--- src/hw/rtl/itf_pkg.sv ---
`timescale 1ns / 1ps
// ----------------------------------------------------------------------------
// Integer to text formatter package
// Shared types and constants for the controller and the datapath.
// ----------------------------------------------------------------------------
package itf_pkg;

   localparam int unsigned FL_ZERO   = 0;
   localparam int unsigned FL_SIGNED = 1;
   localparam int unsigned FL_PLUS   = 2;
   localparam int unsigned FL_SPACE  = 3;
   localparam int unsigned FL_LEFT   = 4;
   localparam int unsigned FL_PREFIX = 5;
   localparam int unsigned FL_UPPER  = 6;

   localparam logic [7:0] CH_SPACE = 8'h20;
   localparam logic [7:0] CH_ZERO  = 8'h30;
   localparam logic [7:0] CH_PLUS  = 8'h2b;
   localparam logic [7:0] CH_MINUS = 8'h2d;

   typedef enum logic [2:0] {
      ST_IDLE,
      ST_DIV,
      ST_SIZE,
      ST_EMIT,
      ST_OUT
   } state_type;

   // Emission phases, in output order.
   typedef enum logic [2:0] {
      PH_LEAD,
      PH_SIGN,
      PH_PFX,
      PH_ZPAD,
      PH_PREC,
      PH_DIGIT,
      PH_TRAIL,
      PH_DONE
   } phase_type;

   typedef struct packed {
      logic load;      // capture the input item and start the division
      logic div_step;  // one quotient bit
      logic size_calc; // work out padding counts
      logic emit_step; // produce one character into the output register
   } cmd_type;

   typedef struct packed {
      logic bad;       // radix outside 2..36
      logic div_done;
      logic emit_done; // last character produced, or nothing to produce
   } sts_type;

   function automatic logic [7:0] digit_char(input logic [5:0] d, input logic upper);
      logic [7:0] c;
      if (d < 6'd10) c = CH_ZERO + {2'b00, d};
      else if (upper) c = 8'h41 + {2'b00, d} - 8'd10;
      else c = 8'h61 + {2'b00, d} - 8'd10;
      if (d > 6'd35) c = CH_ZERO;
      return c;
   endfunction

endpackage

--- src/hw/rtl/itf_ram.sv ---
`timescale 1ns / 1ps
// ----------------------------------------------------------------------------
// Generic RAM
// Single write port, one registered read port.
// ----------------------------------------------------------------------------
module itf_ram #(
   parameter int unsigned WIDTH = 6,
   parameter int unsigned DEPTH = 64
) (
   input  logic                     clock,
   input  logic                     wr_en,
   input  logic [$clog2(DEPTH)-1:0] wr_addr,
   input  logic [WIDTH-1:0]         wr_data,
   input  logic [$clog2(DEPTH)-1:0] rd_addr,
   output logic [WIDTH-1:0]         rd_data
);

   logic [WIDTH-1:0] mem [DEPTH];
   logic [WIDTH-1:0] rd_data_ff;

   always_ff @(posedge clock) begin
      if (wr_en) mem[wr_addr] <= wr_data;
      rd_data_ff <= mem[rd_addr];
   end

   assign rd_data = rd_data_ff;

endmodule

--- src/hw/rtl/itf_ctrl.sv ---
`timescale 1ns / 1ps
// ----------------------------------------------------------------------------
// Integer to text formatter controller
// Sequences load, division, sizing and character emission.
// ----------------------------------------------------------------------------
module itf_ctrl
   import itf_pkg::*;
(
   input  logic    clock,
   input  logic    reset,
   input  logic    req_tvalid,
   output logic    req_tready,
   output logic    rsp_tvalid,
   input  logic    rsp_tready,
   output cmd_type cmd,
   input  sts_type sts
);

   state_type state_ff, state_in;

   always_ff @(posedge clock) begin
      if (reset) state_ff <= ST_IDLE;
      else state_ff <= state_in;
   end

   always_comb begin
      state_in   = state_ff;
      cmd        = '0;
      req_tready = 1'b0;
      rsp_tvalid = 1'b0;
      case (state_ff)
         ST_IDLE: begin
            req_tready = 1'b1;
            if (req_tvalid) begin
               cmd.load = 1'b1;
               state_in = ST_DIV;
            end
         end
         ST_DIV: begin
            if (sts.bad) begin
               state_in = ST_SIZE;
            end else if (sts.div_done) begin
               state_in = ST_SIZE;
            end else begin
               cmd.div_step = 1'b1;
            end
         end
         ST_SIZE: begin
            cmd.size_calc = 1'b1;
            state_in      = ST_EMIT;
         end
         ST_EMIT: begin
            // The RAM read for a digit was issued in the previous cycle.
            cmd.emit_step = 1'b1;
            state_in      = ST_OUT;
         end
         ST_OUT: begin
            rsp_tvalid = 1'b1;
            if (rsp_tready) state_in = sts.emit_done ? ST_IDLE : ST_EMIT;
         end
         default: state_in = ST_IDLE;
      endcase
   end

endmodule

--- src/hw/rtl/itf_dp.sv ---
`timescale 1ns / 1ps
// ----------------------------------------------------------------------------
// Integer to text formatter datapath
// Restoring radix divider, digit RAM, padding counters and character output.
// ----------------------------------------------------------------------------
module itf_dp
   import itf_pkg::*;
#(
   parameter int unsigned DIGIT_SLOTS = 64,
   parameter int unsigned MAX_ROOM    = 64
) (
   input  logic        clock,
   input  logic [63:0] value,
   input  logic [5:0]  radix,
   input  logic [6:0]  width,
   input  logic [6:0]  min_digits,
   input  logic [6:0]  format_flags,
   input  logic [6:0]  room,
   input  cmd_type     cmd,
   output sts_type     sts,
   output logic [7:0]  out_char,
   output logic        char_valid,
   output logic        last,
   output logic        bad_radix,
   output logic [7:0]  needed_length
);

   localparam int unsigned AW = $clog2(DIGIT_SLOTS);
   localparam int unsigned CW = $clog2(DIGIT_SLOTS + 1);

   logic [63:0] quo_ff, quo_in;
   logic [5:0]  rem_ff, rem_in;
   logic [6:0]  bit_ff, bit_in;
   logic [CW-1:0] cnt_ff, cnt_in;
   logic [5:0]  rad_ff;
   logic [6:0]  fl_ff;
   logic [6:0]  wid_ff, prec_ff;
   logic [6:0]  room_ff;
   logic [7:0]  sign_ff;
   logic [1:0]  pfx_ff;
   logic        bad_ff;
   logic        nz_ff;
   logic signed [8:0] size_ff;
   logic [7:0]  total_ff;

   phase_type   ph_ff, ph_in;
   logic [7:0]  run_ff, run_in;
   logic [7:0]  ecnt_ff, ecnt_in;
   logic [7:0]  limit_ff;
   logic [CW-1:0] dptr_ff, dptr_in;

   logic [7:0]  och_ff, och_in;
   logic        ocv_ff, ocv_in, olast_ff, olast_in, obad_ff, obad_in;
   logic [7:0]  olen_ff, olen_in;

   logic [5:0]  rd_data;
   logic [AW-1:0] rd_addr;
   logic [6:0]  trial;
   logic        ge;
   logic [5:0]  rem_nx;
   logic        wr_en;

   // Input decode: flags and sign.
   logic [6:0] fl_eff;
   logic       neg;
   always_comb begin
      fl_eff = format_flags;
      if (format_flags[FL_LEFT]) fl_eff[FL_ZERO] = 1'b0;
      neg = fl_eff[FL_SIGNED] && value[63];
   end

   // One restoring division bit.
   assign trial  = {rem_ff, quo_ff[63]};
   assign ge     = trial >= {1'b0, rad_ff};
   assign rem_nx = ge ? 6'(trial - {1'b0, rad_ff}) : trial[5:0];
   assign wr_en  = cmd.div_step && (bit_ff == 7'd63) && (cnt_ff < CW'(DIGIT_SLOTS));

   always_comb begin
      quo_in = quo_ff;
      rem_in = rem_ff;
      bit_in = bit_ff;
      cnt_in = cnt_ff;
      if (cmd.load) begin
         quo_in = neg ? 64'(0 - value) : value;
         bit_in = '0;
         cnt_in = '0;
         rem_in = '0;
      end else if (cmd.div_step) begin
         rem_in = rem_nx;
         quo_in = {quo_ff[62:0], ge};
         if (bit_ff == 7'd63) begin
            bit_in = '0;
            if (cnt_ff < CW'(DIGIT_SLOTS)) cnt_in = cnt_ff + 1'b1;
            rem_in = '0;
         end else begin
            bit_in = bit_ff + 1'b1;
         end
      end
   end

   always_ff @(posedge clock) begin
      quo_ff <= quo_in;
      rem_ff <= rem_in;
      bit_ff <= bit_in;
      cnt_ff <= cnt_in;
      // Marks that a full digit pass has run; the value is zero-tested after.
      if (cmd.load) nz_ff <= 1'b0;
      else if (cmd.div_step && bit_ff == 7'd63) nz_ff <= 1'b1;
   end

   // Sizing.
   logic [6:0] n7, p7;
   logic signed [8:0] size_c;
   logic [8:0] tot_c;
   logic [8:0] sgn_len;
   always_comb begin
      n7      = 7'(cnt_ff);
      p7      = (prec_ff < n7) ? n7 : prec_ff;
      sgn_len = (sign_ff != 8'd0) ? 9'd1 : 9'd0;
      size_c  = $signed({2'b00, wid_ff}) - $signed(sgn_len) - $signed({7'd0, pfx_ff})
              - $signed({2'b00, p7});
      tot_c   = sgn_len + {7'd0, pfx_ff} + {2'b00, p7}
              + ((size_c > 0) ? 9'(size_c) : 9'd0);
   end

   always_ff @(posedge clock) begin
      if (cmd.load) begin
         rad_ff  <= radix;
         fl_ff   <= fl_eff;
         wid_ff  <= width;
         prec_ff <= min_digits;
         room_ff <= (room > 7'(MAX_ROOM)) ? 7'(MAX_ROOM) : room;
         bad_ff  <= (radix < 6'd2) || (radix > 6'd36);
         if (neg) sign_ff <= CH_MINUS;
         else if (fl_eff[FL_SIGNED] && fl_eff[FL_PLUS]) sign_ff <= CH_PLUS;
         else if (fl_eff[FL_SIGNED] && fl_eff[FL_SPACE]) sign_ff <= CH_SPACE;
         else sign_ff <= 8'd0;
         if (fl_eff[FL_PREFIX] && radix == 6'd16) pfx_ff <= 2'd2;
         else if (fl_eff[FL_PREFIX] && radix == 6'd8) pfx_ff <= 2'd1;
         else pfx_ff <= 2'd0;
      end else if (cmd.size_calc) begin
         prec_ff <= p7;
      end
   end

   assign sts.bad       = bad_ff;
   assign sts.div_done  = nz_ff && (bit_ff == 7'd0) && (quo_ff == 64'd0);
   assign sts.emit_done = olast_ff;

   always_ff @(posedge clock) begin
      if (cmd.size_calc) begin
         size_ff  <= size_c;
         total_ff <= tot_c[7:0];
         limit_ff <= ({1'b0, room_ff} < tot_c[7:0]) ? {1'b0, room_ff} : tot_c[7:0];
      end
   end

   // Emission: walk the phases, skipping empty ones.
   logic [7:0] pad;
   logic       upper;
   logic [7:0] ch;
   assign pad   = (size_ff > 0) ? size_ff[7:0] : 8'd0;
   assign upper = fl_ff[FL_UPPER];

   function automatic logic [7:0] phase_len(input phase_type p, input logic [7:0] pd,
                                            input logic [6:0] fl, input logic [7:0] sg,
                                            input logic [1:0] pf, input logic [7:0] pz,
                                            input logic [7:0] nd);
      logic [7:0] l;
      case (p)
         PH_LEAD:  l = (!fl[FL_ZERO] && !fl[FL_LEFT]) ? pd : 8'd0;
         PH_SIGN:  l = (sg != 8'd0) ? 8'd1 : 8'd0;
         PH_PFX:   l = {6'd0, pf};
         PH_ZPAD:  l = fl[FL_ZERO] ? pd : 8'd0;
         PH_PREC:  l = pz;
         PH_DIGIT: l = nd;
         PH_TRAIL: l = fl[FL_LEFT] ? pd : 8'd0;
         default:  l = 8'd1;
      endcase
      return l;
   endfunction

   logic [7:0] nd8, pz8;
   assign nd8 = 8'(cnt_ff);
   assign pz8 = {1'b0, prec_ff} - nd8;

   // Next non-empty phase after the given one.
   function automatic phase_type next_ph(input phase_type p, input logic [7:0] pd,
                                         input logic [6:0] fl, input logic [7:0] sg,
                                         input logic [1:0] pf, input logic [7:0] pz,
                                         input logic [7:0] nd);
      phase_type q;
      q = p;
      for (int i = 0; i < 7; i++) begin
         if (q != PH_DONE && (q == p || phase_len(q, pd, fl, sg, pf, pz, nd) == 8'd0))
            q = phase_type'(q + 3'd1);
      end
      return q;
   endfunction

   phase_type ph_cur, ph_nx;
   always_comb begin
      ph_in   = ph_ff;
      run_in  = run_ff;
      ecnt_in = ecnt_ff;
      dptr_in = dptr_ff;
      och_in  = och_ff;
      ocv_in  = ocv_ff;
      olast_in = olast_ff;
      obad_in = obad_ff;
      olen_in = olen_ff;
      ch      = CH_SPACE;
      ph_cur  = ph_ff;
      ph_nx   = ph_ff;
      if (cmd.size_calc) begin
         // First phase, which may be empty.
         ph_in   = PH_LEAD;
         run_in  = 8'd0;
         ecnt_in = 8'd0;
         dptr_in = cnt_ff - 1'b1;
      end else if (cmd.emit_step) begin
         // Skip an empty first phase here.
         ph_cur = ph_ff;
         if (run_ff == 8'd0 && phase_len(ph_ff, pad, fl_ff, sign_ff, pfx_ff, pz8, nd8) == 8'd0)
            ph_cur = next_ph(ph_ff, pad, fl_ff, sign_ff, pfx_ff, pz8, nd8);
         case (ph_cur)
            PH_LEAD:  ch = CH_SPACE;
            PH_SIGN:  ch = sign_ff;
            PH_PFX:   ch = (run_ff == 8'd0) ? CH_ZERO : (upper ? 8'h58 : 8'h78);
            PH_ZPAD:  ch = CH_ZERO;
            PH_PREC:  ch = CH_ZERO;
            PH_DIGIT: ch = digit_char(rd_data, upper);
            PH_TRAIL: ch = CH_SPACE;
            default:  ch = CH_SPACE;
         endcase
         if (ph_cur == PH_DIGIT) dptr_in = dptr_ff - 1'b1;
         if (run_ff + 8'd1 >= phase_len(ph_cur, pad, fl_ff, sign_ff, pfx_ff, pz8, nd8)) begin
            ph_nx  = next_ph(ph_cur, pad, fl_ff, sign_ff, pfx_ff, pz8, nd8);
            run_in = 8'd0;
            ph_in  = ph_nx;
         end else begin
            run_in = run_ff + 8'd1;
            ph_in  = ph_cur;
         end
         ecnt_in = ecnt_ff + 8'd1;
         if (bad_ff) begin
            och_in = 8'd0; ocv_in = 1'b0; olast_in = 1'b1; obad_in = 1'b1; olen_in = 8'd0;
         end else if (limit_ff == 8'd0) begin
            och_in = 8'd0; ocv_in = 1'b0; olast_in = 1'b1; obad_in = 1'b0;
            olen_in = total_ff;
         end else begin
            och_in   = ch;
            ocv_in   = 1'b1;
            obad_in  = 1'b0;
            olast_in = (ecnt_in == limit_ff);
            olen_in  = olast_in ? total_ff : 8'd0;
         end
      end
   end

   always_ff @(posedge clock) begin
      ph_ff    <= ph_in;
      run_ff   <= run_in;
      ecnt_ff  <= ecnt_in;
      dptr_ff  <= dptr_in;
      och_ff   <= och_in;
      ocv_ff   <= ocv_in;
      olast_ff <= olast_in;
      obad_ff  <= obad_in;
      olen_ff  <= olen_in;
   end

   assign out_char      = och_ff;
   assign char_valid    = ocv_ff;
   assign last          = olast_ff;
   assign bad_radix     = obad_ff;
   assign needed_length = olen_ff;

   // The next digit pointer is read ahead, so its data is ready at the following emit.
   assign rd_addr = dptr_in[AW-1:0];

   itf_ram #(
      .WIDTH (6),
      .DEPTH (DIGIT_SLOTS)
   ) u_ram (
      .clock   (clock),
      .wr_en   (wr_en),
      .wr_addr (cnt_ff[AW-1:0]),
      .wr_data (rem_nx),
      .rd_addr (rd_addr),
      .rd_data (rd_data)
   );

endmodule

--- src/hw/rtl/integer_to_text_formatter_top.sv ---
`timescale 1ns / 1ps
// ----------------------------------------------------------------------------
// Integer to text formatter
// printf-style integer to ASCII conversion, one character per transfer.
// ----------------------------------------------------------------------------
// Sequence: after an item is accepted, the restoring divider produces one
// quotient bit a cycle, one full pass per digit; sizing and emission follow,
// and each character is held until the receiver is ready to take it.
// A new item is accepted only once the last character of the previous one
// has been taken; the shared bit-serial divider serves every digit.
// Reset: synchronous, active high; clears the controller to idle.
module integer_to_text_formatter_top
   import itf_pkg::*;
#(
   parameter int unsigned DIGIT_SLOTS = 64,
   parameter int unsigned MAX_ROOM    = 64
) (
   input  logic         clock,
   input  logic         reset,
   input  logic         req_tvalid,
   output logic         req_tready,
   // value[63:0], radix[69:64], width[76:70], min_digits[83:77],
   // format_flags[90:84], room[97:91], zero fill to 104 bits
   input  logic [103:0] req_tdata,
   output logic         rsp_tvalid,
   input  logic         rsp_tready,
   // out_char[7:0], needed_length[15:8]
   output logic [15:0]  rsp_tdata,
   // char_valid[0], bad_radix[1]
   output logic [1:0]   rsp_tuser,
   output logic         rsp_tlast
);

   cmd_type cmd;
   sts_type sts;

   itf_ctrl u_ctrl (
      .clock      (clock),
      .reset      (reset),
      .req_tvalid (req_tvalid),
      .req_tready (req_tready),
      .rsp_tvalid (rsp_tvalid),
      .rsp_tready (rsp_tready),
      .cmd        (cmd),
      .sts        (sts)
   );

   itf_dp #(
      .DIGIT_SLOTS (DIGIT_SLOTS),
      .MAX_ROOM    (MAX_ROOM)
   ) u_dp (
      .clock         (clock),
      .value         (req_tdata[63:0]),
      .radix         (req_tdata[69:64]),
      .width         (req_tdata[76:70]),
      .min_digits    (req_tdata[83:77]),
      .format_flags  (req_tdata[90:84]),
      .room          (req_tdata[97:91]),
      .cmd           (cmd),
      .sts           (sts),
      .out_char      (rsp_tdata[7:0]),
      .char_valid    (rsp_tuser[0]),
      .last          (rsp_tlast),
      .bad_radix     (rsp_tuser[1]),
      .needed_length (rsp_tdata[15:8])
   );

endmodule
--- config.mk ---
export PLATFORM = sky130hd
export DESIGN_NAME = integer_to_text_formatter_top
export DESIGN_NICKNAME = d
export VERILOG_FILES = /design/src/hw/rtl/itf_pkg.sv /design/src/hw/rtl/itf_ram.sv /design/src/hw/rtl/itf_ctrl.sv /design/src/hw/rtl/itf_dp.sv /design/src/hw/rtl/integer_to_text_formatter_top.sv
export SDC_FILE = /design/constraint.sdc
export NUM_CORES = 1
export LEC_CHECK = 0
export BUFFER_PORTS_ARGS = -buffer_cell sky130_fd_sc_hd__buf_2
export CAP_MARGIN = 20
export CORE_MARGIN = 10
export CORE_UTILIZATION = 45
export DETAILED_ROUTE_END_ITERATION = 8
export PLACE_DENSITY_LB_ADDON = 0.1
export SLEW_MARGIN = 20
export SYNTH_ARGS = -nofsm -noshare
export SYNTH_HDL_FRONTEND = slang
export SYNTH_SLANG_ARGS = --single-unit
--- constraint.sdc ---
create_clock -name clock -period 27 [get_ports clock]
set_clock_uncertainty 0.15 [all_clocks]
set_input_delay 1.35 -clock clock [delete_from_list [all_inputs] [get_ports clock]]
set_output_delay 1.35 -clock clock [all_outputs]
set_load 0.02 [all_outputs]
* Word-level counts from Yosys, hierarchy flattened
Memories as Yosys holds them, arrays and structs flattened. A register that Yosys moved wholly into a read port is not among the register bits.
Cells that the tools add are included.
** Cells by class
- Bitwise logic cells :: 1
- Muxes and demuxes :: 159
- Add/sub/neg operators :: 34
- Order comparisons :: 12
- Reductions and logical operators :: 82
- Eq/ne operators :: 121
** Operators by type and width (number)
- 8-bit case mux with 7 select lines :: 14
- 8-bit 2-to-1 mux :: 52
- 64-bit 2-to-1 mux :: 3
- 3-bit 2-to-1 mux :: 59
- 3-bit equality test (second input constant) :: 43
- 8-bit logical NOT :: 15
- 3-bit by 2-bit equality test with 1-bit output (second input constant) :: 30
- 64-bit logical NOT :: 1
- 1-bit by 64-bit subtractor with 64-bit output (first input constant) :: 1
- 7-bit 2-to-1 mux :: 8
- 3-bit by 1-bit equality test with 1-bit output (second input constant) :: 15
- 3-bit logical NOT :: 15
- 3-bit by 1-bit adder with 3-bit output (second input constant) :: 14
- 3-bit inequality test (second input constant) :: 14
- 3-bit equality test :: 12
- 8-bit case mux with 4 select lines :: 1
- 6-bit 2-to-1 mux :: 4
- 1-bit logical AND :: 23
- 9-bit by 1-bit > comparator with 1-bit output (second input constant) :: 2
- 7-bit by 6-bit adder with 8-bit output (first input constant) :: 2
- 8-bit by 1-bit adder with 8-bit output (second input constant) :: 2
- 1-bit 2-to-1 mux :: 16
- 8-bit by 4-bit subtractor with 8-bit output (second input constant) :: 2
- 3-bit case mux with 5 select lines :: 1
- other kinds (36) :: 60
** Word-level totals
- Input bits :: 108
- Register bits :: 201
- RAM bits :: 384
- Memories :: 1
** Memory list
- u_dp.u_ram.mem :: words 64, width 6, read ports 1, clocked after Yosys merged registers in 1, write ports 1, line itf_ram.sv:18 : logic [WIDTH-1:0] mem [DEPTH];

* Logic depth before layout (Yosys ltp)
- Depth in word-level cells :: 161
- Gate-level depth with buffers :: 128

* Modules after synthesis
A second synthesis with hierarchy kept.
** Unflattened totals
- Cells, all modules :: 2579
- Area total of the unflattened synthesis :: 31843.0 um^2
** By module, submodules not included
- itf_dp :: cells an instance 1827, instances 1, area each 16419.5 um^2, sequential area each 5275.1 um^2
- itf_ram :: cells an instance 729, instances 1, area each 15205.8 um^2, sequential area each 11651.2 um^2
- itf_ctrl :: cells an instance 23, instances 1, area each 217.7 um^2, sequential area each 60.1 um^2

* Worst setup path after synthesis
No wires, ideal clock.
- Kind :: flip-flop to flip-flop
- From :: register u_dp.ph_ff[0]
- To :: register u_dp.ph_ff[0]
- Path slack :: 2.933 ns
- Period minus slack after synthesis :: 24.067 ns
- Buffers on the path :: 3
- Arrival time :: 23.797 ns
- Required time :: 26.729 ns
- Library setup time :: 0.121 ns
- Cell stages (with the launch flop) :: 120
- Path through :: dfxtp_1 ha_1 clkbuf_1 nand2_1 nand2_1 o22ai_1 ha_1 or3_1 a211o_1 o211ai_1 nor3_1 o211a_1 a21oi_1 xnor2_1 inv_1 ha_1 ha_1 nand2_1 (+84 left out) xnor2_1 ha_1 ha_1 nor4_1 a21oi_1 nand2_1 a221o_1 mux2i_1 a32oi_2 xnor2_1 inv_1 ha_1 o41ai_1 a221o_1 a21oi_1 o32ai_2 mux2i_1 nor2_1
** Between the ends
- Cells in the longest elaborated chain, start to end :: 152
- Elaborated cells on any way between the ends :: 285
** Ends and longest elaborated chain
- start: declaration :: line itf_dp.sv:46 : phase_type ph_ff, ph_in;
- start signal: assignment :: line itf_dp.sv:262 : ph_ff <= ph_in;
- 3-bit by 1-bit adder with 3-bit output or 3-bit inequality test (tied branches) :: line itf_dp.sv:196, itf_dp.sv:195
- 3-bit 2-to-1 mux :: line itf_dp.sv:195 : if (q != PH_DONE && (q == p || phase_len(q, pd, fl, sg, pf, pz, nd) == 8'd0))
- 3-bit 2-to-1 mux :: line itf_dp.sv:224 : if (run_ff == 8'd0 && phase_len(ph_ff, pad, fl_ff, sign_ff, pfx_ff, pz8, nd8) == 8'd0)
- 3-bit 2-to-1 mux :: line itf_dp.sv:221 : end else if (cmd.emit_step) begin
- 3-bit 2-to-1 mux :: line itf_dp.sv:215 : if (cmd.size_calc) begin
- 3-bit equality test (tied with other cells) :: line itf_dp.sv:170 : case (p)
- 8-bit case mux with 7 select lines :: line itf_dp.sv:170
- 8-bit 2-to-1 mux :: line itf_dp.sv:224
- (+136 left out)
- 8-bit 2-to-1 mux :: line itf_dp.sv:237 : if (run_ff + 8'd1 >= phase_len(ph_cur, pad, fl_ff, sign_ff, pfx_ff, pz8, nd8)) begin
- 8-bit 2-to-1 mux :: line itf_dp.sv:221
- 8-bit 2-to-1 mux :: line itf_dp.sv:215
- 8-bit logical NOT :: line itf_dp.sv:195
- 1-bit logical OR :: line itf_dp.sv:195
- 1-bit logical AND :: line itf_dp.sv:195
- 3-bit 2-to-1 mux :: line itf_dp.sv:195
- 3-bit 2-to-1 mux (*) :: line itf_dp.sv:237
Mark *: on every way between the ends. The rest lies on a longest branch, timed or not. The select of a mux whose other input is x is not followed.
A chain may end at the register's enable or synchronous reset.

* Worst setup path after layout
- From :: register u_dp.ph_ff[0]
- To :: register u_dp.ph_ff[1]
Same word-level chain as after synthesis.

==> impl_metrics.env <==
export IMPL_vias=22623
export IMPL_clk_pin_slew_ns=0.06
export IMPL_rsz0062_at_grt="no"
export IMPL_wl_per_cell_um=20.55
export IMPL_clock_sinks=584
export IMPL_drt_pass1_iterations=5
export IMPL_highest_layer="met5"
export IMPL_relSlewSlack=0.2514
export IMPL_drive_gt1_frac=0.1347
export IMPL_rows=97
export IMPL_ys_warn_count=0
export IMPL_critPathMaxStageDelay_ns=0.49
export IMPL_antenna_found_initial=3
export IMPL_finalWirelength_mm=81.26
export IMPL_chipHeight_um=285.6
export IMPL_stdcell_area_mm2=0.03609
export IMPL_final_setup_tns_ns=0
export IMPL_cap_violations=0
export IMPL_min_period_over_period=0.9330
export IMPL_timing_final_hold_violations=0
export IMPL_rrSetupSlack_ns=1.81
export IMPL_hpwl_mm=54.58
export IMPL_syn_area_mm2=0.03175
export IMPL_wl_met2_mm=38.91
export IMPL_hp_class="flip-flop to flip-flop"
export IMPL_core_area_mm2=0.07003
export IMPL_crit_type="flip-flop to flip-flop"
export IMPL_startpoint_type="flip-flop"
export IMPL_r2r_cells=119
export IMPL_cpMostUsedCell="ha_1"
export IMPL_portBuffers=122
export IMPL_timing_rr_end="u_dp.ph_ff[1]$_SDFFE_PP0N_"
export IMPL_die_w_um=285.6
export IMPL_cp_top_family="compound AO/OA/AOI/OAI gates"
export IMPL_cts_tree="built"
export IMPL_ys_types=99
export IMPL_ant_nets=0
export IMPL_path_buf_inv=8
export IMPL_yosysMostFrequentCell="edfxtp_1"
export IMPL_grt_ovfl_total=0
export IMPL_first_iter_violations=1614
export IMPL_dieArea_mm2=0.08159
export IMPL_area_delta_synth_final_pct=13.67
export IMPL_async_flop_share=0
export IMPL_fill_cells=6199
export IMPL_cts_root_buf="clkbuf_16"
export IMPL_place_area_mm2=0.03361
export IMPL_ys_seq_area_frac=0.5350
export IMPL_syn_inst=2841
export IMPL_min_from="u_dp.nz_ff$_SDFFE_PP0P_"
export IMPL_crit_fanout=9
export IMPL_worst_pin_slew_ns=1.123
export IMPL_ctsHoldBuffers=0
export IMPL_finalSetupViolCount=0
export IMPL_cp_required_ns=27.39
export IMPL_finalCriticalPeriod_ns=25.19
export IMPL_track_usage=0.1950
export IMPL_fin_ws_ns=1.810
export IMPL_slew_violations=0
export IMPL_slowest_stage="or4bb_1"
export IMPL_clock_path_buffers=3
export IMPL_place_ws_ns=0.4044
export IMPL_synth_top_area_cell="edfxtp_1"
export IMPL_timing_fmax_mhz=39.70
export IMPL_gp_congestion=0.8665
export IMPL_syn_num_nets=3098
export IMPL_ios=129
export IMPL_ff_latch_area_mm2=0.01700
export IMPL_arrival_ns=25.58
export IMPL_whs_endpoint="u_dp.nz_ff$_SDFFE_PP0P_"
export IMPL_wl_met1_mm=36.74
export IMPL_ys_seq_elements=584
export IMPL_wl_met3_mm=4.010
export IMPL_outcome="complete, no violations"
export IMPL_cts_htree_levels=3
export IMPL_remaining_drc_errors=0
export IMPL_start_util=0.4534
export IMPL_grt_pass1_wl_mm=127.2
export IMPL_insertion_delay_ns=0.61
export IMPL_synthTopCellsByArea="edfxtp_1 50%, ha_1 5.5%, a211oi_1 4.6%"
export IMPL_utilization=0.5154
export IMPL_synth_edf_count=529
export IMPL_reg2reg_from="u_dp.ph_ff[0]$_SDFFE_PP0N_"
export IMPL_numCtsBuffers=66
export IMPL_grt_pass1_vias=22471
export IMPL_synth_common_cells="529 x edfxtp_1, 211 x nand2_1, 196 x a211oi_1, 194 x nor2_1, 182 x a21oi_1"
export IMPL_vias_per_cell=5.722
export IMPL_fin_nets=3216
export IMPL_hold_depth=2
export IMPL_multiInputGateArea_mm2=0.01391
export IMPL_syn_avg_cell_area_um2=11.18
export IMPL_yosysTopAreaCellShare=0.5003
export IMPL_cp_end_kind="flip-flop"
export IMPL_grt_max_degree=212
export IMPL_synth_ff_type="edfxtp_1"
[cell usage in the layout, fill, tap and decap left out, types with 17 or more instances in the layout]
cell	n
a211oi_1	195
a21oi_1	175
a31oi_1	20
and2_1	21
buf_2	122
buf_4	73
clkbuf_1	17
clkbuf_16	68
dfxtp_1	50
edfxtp_1	529
ha_1	138
inv_1	129
mux2_2	31
mux2i_1	111
nand2_1	210
nand2b_1	21
nand3_1	51
nor2_1	192
nor2b_1	120
nor3_1	41
nor4_1	36
o21ai_0	126
or3_1	28
xnor2_1	87
xor2_1	58
[sequential cells by signal (all words and copies together), names as in the netlist, 2 cells and up]
name and count:
u_dp.prec_ff 7, u_dp.rad_ff 6, u_dp.out_char 8, u_dp.dptr_ff 6, u_dp.room_ff 7, u_ctrl.state_ff 3, u_dp.sign_ff 4, u_dp.ecnt_ff 8
u_dp.wid_ff 7, u_dp.rem_ff 6, u_dp.total_ff 8, u_dp.u_ram.rd_data 6, u_dp.cnt_ff 7, u_dp.pfx_ff 2, u_dp.bit_ff 7, u_dp.ph_ff 3
u_dp.u_ram.mem 384, u_dp.quo_ff 64, u_dp.run_ff 8, u_dp.needed_length 8, u_dp.size_ff 9, u_dp.limit_ff 8, u_dp.fl_ff 3
[cell type report]
type / count / share of cell area
clock buffer: 87 / 0.04968
tap: 940 / 0.03259
inverter: 140 / 0.01480
clock inverter: 35 / 0.01342
sequential: 584 / 0.4709
antenna: 1 / 0.00006933
multi-input combinational: 1970 / 0.3854
timing repair buffer: 197 / 0.03321
[worst register-to-register path: cells and delay by family (launching register included)]
| family | cells | cell delay, ns |
|---|---|---|
| compound gates | 46 | 9.36 |
| fa+ha+maj | 24 | 5.60 |
| simple gates | 25 | 4.54 |
| mux | 11 | 2.95 |
| buf+inv | 8 | 1.03 |
| xor+xnor | 5 | 1.02 |
| flops | 1 | 0.47 |
[metal layers]
metal / vias to the layer above / track usage
li1: 10883 / -
met1: 11035 / 0.2616
met4: 4 / 0.05514
met2: 598 / 0.3261
met3: 103 / 0.02719
met5: - / 0
[cells by family after synthesis]
kind of cell	after synthesis	synth area share
flip-flops	584	0.5350
AND/OR/NAND/NOR	792	0.1231
other	1	0.0001181
buffers and inverters	287	0.03436
XOR/XNOR	149	0.04153
adder cells (fa/ha/maj)	149	0.06084
AO/OA/AOI/OAI	733	0.1576
multiplexers	146	0.04756
[worst max-delay path by stage]
| stage | start | endpoint | slack, ns | depth (start not counted) |
|---|---|---|---|---|
| after floorplan | u_dp.ph_ff[0]$_SDFFE_PP0N_ | u_dp.ph_ff[0]$_SDFFE_PP0N_ | 2.93 | 119 |
| after global placement | u_dp.ph_ff[1]$_SDFFE_PP0N_ | u_dp.ph_ff[0]$_SDFFE_PP0N_ | 1.13 | 121 |
| after detailed placement | u_dp.ph_ff[1]$_SDFFE_PP0N_ | u_dp.ph_ff[0]$_SDFFE_PP0N_ | 0.40 | 120 |
| after CTS | u_dp.ph_ff[1]$_SDFFE_PP0N_ | u_dp.ph_ff[0]$_SDFFE_PP0N_ | 0.26 | 120 |
| after global routing | u_dp.ph_ff[0]$_SDFFE_PP0N_ | u_dp.ph_ff[1]$_SDFFE_PP0N_ | 0.02 | 122 |
| final | u_dp.ph_ff[0]$_SDFFE_PP0N_ | u_dp.ph_ff[1]$_SDFFE_PP0N_ | 1.81 | 119 |
[through the flow]
| step | hold slack [ns] | std cells |
|---|---|---|
| after CTS | 0.3098 | 3945 |
| final | 0.3063 | 3954 |
| after floorplan | 0.2818 | 2841 |
| after detailed placement | 0.3008 | 3823 |
| after global placement | 0.2966 | 3823 |
| after global routing | 0.3305 | 3953 |
[what timing repair did]
action | CTS | global route
setup buffers | 0 | 8
setup endpoints to repair | 0 | 3
resized for setup | 0 | 31
Power is not shown: default switching activity piles up to over one toggle a cycle in this logic, so the estimate is an artifact.
